`src/rtl/nspc_pkg.sv`:
```
// shared types and constants for the nmea sentence pair capture block
// no dependencies
`default_nettype none

package nspc_pkg;

    localparam int TAG_LEN = 6;
    localparam int TAG_W = 8 * TAG_LEN;
    localparam int CNT_W = 3;
    localparam int IDX_W = 9;

    localparam logic [7:0] START_CHAR = 8'h24;
    localparam logic [IDX_W-1:0] CAPTURE_LIMIT = 9'd300;
    localparam logic [IDX_W-1:0] INDEX_START = IDX_W'(TAG_LEN);
    localparam logic [CNT_W-1:0] TAG_FULL = CNT_W'(TAG_LEN);

    // reset tags: "$GNRMC" and "$GNVTG"
    localparam logic [TAG_W-1:0] FIRST_TAG_RESET = 48'h24474E524D43;
    localparam logic [TAG_W-1:0] SECOND_TAG_RESET = 48'h24474E565447;

    // register map, selected by paddr[3]
    localparam logic REG_FIRST_TAG = 1'b0;
    localparam logic REG_SECOND_TAG = 1'b1;

    localparam int OUT_W = 1 + IDX_W + 8 + 1 + TAG_W + 1 + 1;
    localparam int OUT_BYTES_W = ((OUT_W + 7) / 8) * 8;

    typedef struct packed {
        logic              second_found;
        logic              first_locked;
        logic [TAG_W-1:0]  header_word;
        logic              header_write;
        logic [7:0]        body_byte;
        logic [IDX_W-1:0]  body_index;
        logic              body_write;
    } result_t;

endpackage

`default_nettype wire

```
`src/rtl/nmea_sentence_pair_capture.sv`:
```
// top level: stream channels, apb tag registers and the result register
// depends on nspc_pkg and nspc_core
//
// usage:
//   s_tvalid/s_tready/s_tdata carry one received serial byte per transaction.
//   m_tvalid/m_tready/m_tdata return exactly one result per input byte.
//   the apb port holds first_tag at address 0x0 and second_tag at 0x8
//   (48 bits in pwdata/prdata [47:0]); write them only while the block idles.
// timing:
//   a byte accepted at one edge has its result valid on m_tdata right after
//   it. one byte per cycle is sustained while m_tready is high, set by the
//   single result register; the tag compare is a parallel 48-bit equality.
// stalls:
//   while m_tready is low a held result stays put and s_tready drops; a new
//   byte is taken in the same cycle the held result leaves.
// reset:
//   rst_n clears lock, found and the tag counter, sets the capture index to
//   six, empties the result register and restores the default tags.
`default_nettype none

module nmea_sentence_pair_capture (
    input  wire logic                             clk,
    input  wire logic                             rst_n,
    input  wire logic                             s_tvalid,
    output      logic                             s_tready,
    input  wire logic [7:0]                       s_tdata,   // [7:0] rx_byte
    output      logic                             m_tvalid,
    input  wire logic                             m_tready,
    // [0] body_write, [9:1] body_index, [17:10] body_byte, [18] header_write,
    // [66:19] header_word, [67] first_locked, [68] second_found, rest zero
    output      logic [nspc_pkg::OUT_BYTES_W-1:0] m_tdata,
    input  wire logic                             psel,
    input  wire logic                             penable,
    input  wire logic                             pwrite,
    input  wire logic [3:0]                       paddr,
    input  wire logic [63:0]                      pwdata,
    output      logic [63:0]                      prdata,
    output      logic                             pready
);
    import nspc_pkg::*;

    logic [TAG_W-1:0] first_tag_reg;
    logic [TAG_W-1:0] second_tag_reg;
    logic             out_valid_reg;
    result_t          out_data_reg;
    result_t          result;
    logic             accept;
    logic             cfg_write;

    assign pready = 1'b1;
    assign cfg_write = psel && penable && pwrite;

    always_comb
    begin
        case (paddr[3])
            REG_FIRST_TAG:  prdata = {{(64 - TAG_W){1'b0}}, first_tag_reg};
            REG_SECOND_TAG: prdata = {{(64 - TAG_W){1'b0}}, second_tag_reg};
            default:        prdata = '0;
        endcase
    end

    always_ff @(posedge clk or negedge rst_n)
    begin
        if (!rst_n)
        begin
            first_tag_reg <= FIRST_TAG_RESET;
            second_tag_reg <= SECOND_TAG_RESET;
        end
        else if (cfg_write)
        begin
            if (paddr[3] == REG_FIRST_TAG)
            begin
                first_tag_reg <= pwdata[TAG_W-1:0];
            end
            else
            begin
                second_tag_reg <= pwdata[TAG_W-1:0];
            end
        end
    end

    // a byte enters when the result register is empty or drains this cycle
    assign s_tready = !out_valid_reg || m_tready;
    assign accept = s_tvalid && s_tready;

    nspc_core u_core (
        .clk        (clk),
        .rst_n      (rst_n),
        .accept     (accept),
        .rx_byte    (s_tdata),
        .first_tag  (first_tag_reg),
        .second_tag (second_tag_reg),
        .result     (result)
    );

    always_ff @(posedge clk or negedge rst_n)
    begin
        if (!rst_n)
        begin
            out_valid_reg <= 1'b0;
        end
        else if (accept)
        begin
            out_valid_reg <= 1'b1;
        end
        else if (m_tready)
        begin
            out_valid_reg <= 1'b0;
        end
    end

    always_ff @(posedge clk)
    begin
        if (accept)
        begin
            out_data_reg <= result;
        end
    end

    assign m_tvalid = out_valid_reg;
    assign m_tdata = {{(OUT_BYTES_W - OUT_W){1'b0}}, out_data_reg};

endmodule

`default_nettype wire

```
`src/rtl/nspc_core.sv`:
```
// sentence tag tracking and capture indexing, one byte per transaction
// depends on nspc_pkg
`default_nettype none

module nspc_core (
    input  wire logic                       clk,
    input  wire logic                       rst_n,
    input  wire logic                       accept,
    input  wire logic [7:0]                 rx_byte,
    input  wire logic [nspc_pkg::TAG_W-1:0] first_tag,
    input  wire logic [nspc_pkg::TAG_W-1:0] second_tag,
    output nspc_pkg::result_t               result
);
    import nspc_pkg::*;

    logic [TAG_W-9:0] shift_reg, shift_next;
    logic [CNT_W-1:0] count_reg, count_next;
    logic             collecting_reg, collecting_next;
    logic             lock_reg, lock_next;
    logic             found_reg, found_next;
    logic [IDX_W-1:0] index_reg, index_next;

    logic             coll_now;
    logic             take_tag;
    logic [CNT_W-1:0] count_inc;
    logic             body_now;
    logic [TAG_W-1:0] word;
    logic             tag_done;
    logic             header_now;

    always_comb
    begin
        coll_now = collecting_reg | (rx_byte == START_CHAR);
        take_tag = coll_now && (count_reg < TAG_FULL);
        count_inc = take_tag ? count_reg + 1'b1 : count_reg;
        // the completing byte is the last tag byte, the rest sit in the shift line
        word = {shift_reg, rx_byte};
        shift_next = take_tag ? {shift_reg[TAG_W-17:0], rx_byte} : shift_reg;
        body_now = lock_reg && (index_reg < CAPTURE_LIMIT);
        tag_done = (count_inc == TAG_FULL);
        header_now = 1'b0;

        count_next = count_inc;
        collecting_next = coll_now;
        lock_next = lock_reg;
        found_next = found_reg;
        index_next = body_now ? index_reg + 1'b1 : index_reg;

        if (tag_done && !lock_reg)
        begin
            collecting_next = 1'b0;
            header_now = 1'b1;
            lock_next = (word == first_tag);
            count_next = '0;
        end
        else if (tag_done && !found_reg)
        begin
            collecting_next = 1'b0;
            count_next = '0;
            if (word == second_tag)
            begin
                found_next = 1'b1;
            end
            else
            begin
                lock_next = 1'b0;
                index_next = INDEX_START;
            end
        end
    end

    always_comb
    begin
        result.body_write = body_now;
        result.body_index = body_now ? index_reg : '0;
        result.body_byte = body_now ? rx_byte : '0;
        result.header_write = header_now;
        result.header_word = header_now ? word : '0;
        result.first_locked = lock_next;
        result.second_found = found_next;
    end

    always_ff @(posedge clk or negedge rst_n)
    begin
        if (!rst_n)
        begin
            count_reg <= '0;
            collecting_reg <= 1'b0;
            lock_reg <= 1'b0;
            found_reg <= 1'b0;
            index_reg <= INDEX_START;
        end
        else if (accept)
        begin
            count_reg <= count_next;
            collecting_reg <= collecting_next;
            lock_reg <= lock_next;
            found_reg <= found_next;
            index_reg <= index_next;
        end
    end

    always_ff @(posedge clk)
    begin
        if (accept)
        begin
            shift_reg <= shift_next;
        end
    end

endmodule

`default_nettype wire
```
`config.mk`:
```
export PLATFORM = sky130hd
export DESIGN_NAME = nmea_sentence_pair_capture
export DESIGN_NICKNAME = d
export VERILOG_FILES = /design/src/rtl/nspc_pkg.sv /design/src/rtl/nmea_sentence_pair_capture.sv /design/src/rtl/nspc_core.sv
export SDC_FILE = /design/constraint.sdc
export NUM_CORES = 1
export LEC_CHECK = 0
export ABC_AREA = 1
export BUFFER_PORTS_ARGS = -buffer_cell sky130_fd_sc_hd__buf_2
export CAP_MARGIN = 20
export CELL_PAD_IN_SITES_DETAIL_PLACEMENT = 2
export CELL_PAD_IN_SITES_GLOBAL_PLACEMENT = 2
export CORE_MARGIN = 3
export CORE_UTILIZATION = 33
export DETAILED_ROUTE_END_ITERATION = 8
export PLACE_DENSITY = 0.84
export SYNTH_ARGS = -nofsm -noshare
export SYNTH_HDL_FRONTEND = slang
export SYNTH_SLANG_ARGS = --single-unit
```
`constraint.sdc`:
```
create_clock -name clk -period 3.7 [get_ports clk]
set_clock_uncertainty 0.1 [all_clocks]
set_input_delay 0.185 -clock clk [delete_from_list [all_inputs] [get_ports clk]]
set_output_delay 0.185 -clock clk [all_outputs]
set_load 0.01 [all_outputs]
```
==> impl_metrics.py <==
metrics = {
    "final_layout": {
        "fin_nets": 1498,
        "final_layout_size_suffix_gt1_share_pct": 19.7,
        "finalInstanceArea_mm2": 0.0130,
        "final_util_pct": 42.1,
        "syn_to_final_growth_pct": 24.6,
        "antenna_cells": 0,
        "final_cells": 1827,
        "largest_reg_flops": 69,
        "fill_cells": 3502,
    },
    "drt": {
        "drc": 0,
        "drtAntennaViolNets": 0,
        "drt-pass1-iter-count": 4,
        "initialDrtViolationCount": 416,
        "num_vias": 8753,
        "avgViaCountPerCell": 4.79,
        "routed_wl_mm": 37.2,
        "wl_per_cell_um": 20.3,
    },
    "global_routing": {
        "grt_pass1_wl_mm": 57.2,
        "grt_use_total_pct": 21.9,
        "grt_overflow": 0,
        "grt_max_degree": 63,
        "grt_pass1_vias": 9694,
        "antenna_found_initial": 0,
    },
    "worst_hold_path": {
        "holdPathStages": 5,
        "hold_class": "in -> reg",
        "min-delay-start": "s_tvalid",
        "hold_end": "u_core.count_reg[1]",
    },
    "run": {
        "drv_cap": 0,
    },
    "die": {
        "io_pins": 222,
        "core_area_mm2": 0.0309,
        "die_w_um": 184,
        "rows": 64,
        "die_y_um": 184,
        "start_util_pct": 33.8,
        "die_area_mm2": 0.0338,
    },
    "critical_path": {
        "required_ns": 3.82,
        "reg2reg_depth": 9,
        "regToRegEndpoint": "m_tdata[26]",
        "worst-path-buf-inv": 3,
        "reg2reg_slack_ns": 1.39,
        "slowest_stage": "nand2_4",
        "slowest_delay_ns": 0.55,
        "crit_chain": "dlygate4sd3_1 > buf_2 > inv_2 > nand2_1 > nor2_1 > nand2_1 > nand2_2 > nand2_2 > nand2_1 > nand2_1 > nand2_1 > nor2_4 > nand2_4 > nor2_1",
        "reg2reg_from": "u_core.count_reg[0]",
        "timing.setup.critical_path_class": "in -> reg",
        "cpMostUsedCell": "nand2_1",
        "cp_max_fo": 51,
        "worstPathArrival_ns": 2.65,
        "cp_top_family": "simple AND/OR/NAND/NOR gates",
        "end_kind": "flip-flop",
        "crit_path_start_kind": "input port",
    },
    "place": {
        "routabilityCongestion": 0.765,
        "placed_cell_area_mm2": 0.0117,
        "place_hpwl_mm": 24.5,
        "io_buffers": 182,
        "post-place-cells": 1723,
        "preCtsSetupSlack_ns": 1.28,
    },
    "clocking": {
        "post-cts-setup-buffer-count": 0,
        "cts_tree": "yes",
        "cts_buffers": 25,
        "clk_pin_slew_worst_paths_ns": 0.06,
        "clockBufferDepth": 3,
        "clock-sinks": 221,
        "cts-htree-levels": 1,
        "root_buffer": "clkbuf_16",
        "insertion_delay_ns": 0.53,
    },
    "sta": {
        "fin_crit_sh_pct": 68.4,
        "fin_ws_ns": 1.17,
        "drv_slew": 0,
        "timing.hold.ws_ns": 0.0469,
        "slew_headroom_pct": 42.5,
        "hold_viol_final": 0,
        "fmax_mhz": 395,
        "setup_viol": 0,
        "fin_setup_tns_ns": 0,
        "period_needed_ns": 2.53,
        "rsz0062_at_grt": "false",
        "worst-slew-pin-transition_ns": 0.860,
    },
    "run_status": {
        "outcome": "completed",
    },
    "logic_synthesis": {
        "ys_warn_count": 0,
        "ys_async_sr_fraction_pct": 50.7,
        "ys.flop_type": "edfxtp_1",
        "synth_cells": 1175,
        "synth_common_cells": "nand2_1, inv_1, o21ai_0",
        "syn_area_mm2": 0.0104,
        "synth_edf_count": 109,
        "yosys.area.top_type_share_pct": 31.4,
        "yosysTopAreaCell": "edfxtp_1",
        "ys_ff_latch": 221,
        "synth.most_common_cell": "nand2_1",
        "synth_area_leaders": "edfxtp_1, dfrtp_1, nand2_1, dfstp_2, o21ai_0",
        "yosysSeqAreaShare_pct": 58.8,
        "yosys.cell_types.count": 30,
        "syn_area_per_cell_um2": 8.88,
    },
    "power": {
        "peakVddDrop_mv": 0.317,
        "p_total_mw": 6.86,
        "powerDensity_mw_per_mm2": 527,
        "p_leak_nw": 6.22,
    },
}
==> kinds of logic after synthesis <==
logic type / synth area share [%]
and+or+nand+nor: 19.5
buffers and inverters: 9.13
DFF: 58.8
AOI/OAI and AO/OA: 6.81
xor gates and xnor gates: 5.54
adders and majority gates: 0.240
other: 0.0720
==> worst min-delay path, cell delays in order <==
cell and delay, ns:
buf_2 0.08, nand2_1 0.05, buf_4 0.19, nand2_1 0.07, nand2_1 0.05
==> where the power goes <==
part / internal [mW] / switching, mW / leakage [nW]
Combinational: 0.513 / 0.845 / 3.53
Clock: 1.25 / 1.01 / 0.337
Sequential: 2.95 / 0.290 / 2.35
==> routing by layer <==
metal | global-route usage, % | up-vias | part of all wire (%) | routed length [um]
met5 | 0 | - | 0 | 0
met4 | 5.50 | 0 | 2.3 | 858
met3 | 2.37 | 53 | 3.1 | 1170
met2 | 40.6 | 184 | 52 | 19400
met1 | 27.3 | 4431 | 42 | 15700
li1 | - | 4085 | - | -
==> cell type report <==
type | count | area (um2) | share of cell area [%]
sequential | 221 | 6130 | 47.2
multi-input combinational | 749 | 3430 | 26.4
timing repair buffer | 252 | 1620 | 12.5
clock buffer | 38 | 674 | 5.19
inverter | 164 | 617 | 4.75
tap | 396 | 495 | 3.81
clock inverter | 7 | 27.5 | 0.212
==> worst max path at each step <==
stage	start	endpoint	slack, ns	cells past startpoint
after floorplan	m_tvalid	u_core.shift_reg[0]	0.57	4
after global placement	s_tdata[3]	m_tdata[18]	1.38	13
after detailed placement	s_tdata[3]	m_tdata[18]	1.28	13
after CTS	s_tdata[3]	m_tdata[36]	1.24	14
after global routing	s_tdata[3]	m_tdata[24]	0.95	14
final	s_tdata[3]	m_tdata[24]	1.17	14
==> placed cells by master (no fill, tap or decap), types with 25 or more instances in the layout <==
cell type	Yosys	routed
o21ai_0	132	132
inv_1	155	154
xnor2_1	56	56
dfrtp_1	69	69
dfstp_2	43	43
clkbuf_16	0	25
buf_2	2	181
edfxtp_1	109	109
nand2_1	379	377
dlygate4sd3_1	0	59
nor2_1	109	108
==> repair_timing <==
item                                    CTS  global route
endpoints found under the setup margin    0             0
hold buffers                             59             0
endpoints found under the hold margin   147             0
resized for setup                         0             0
Note: power is estimated with default switching activity, not from simulation.
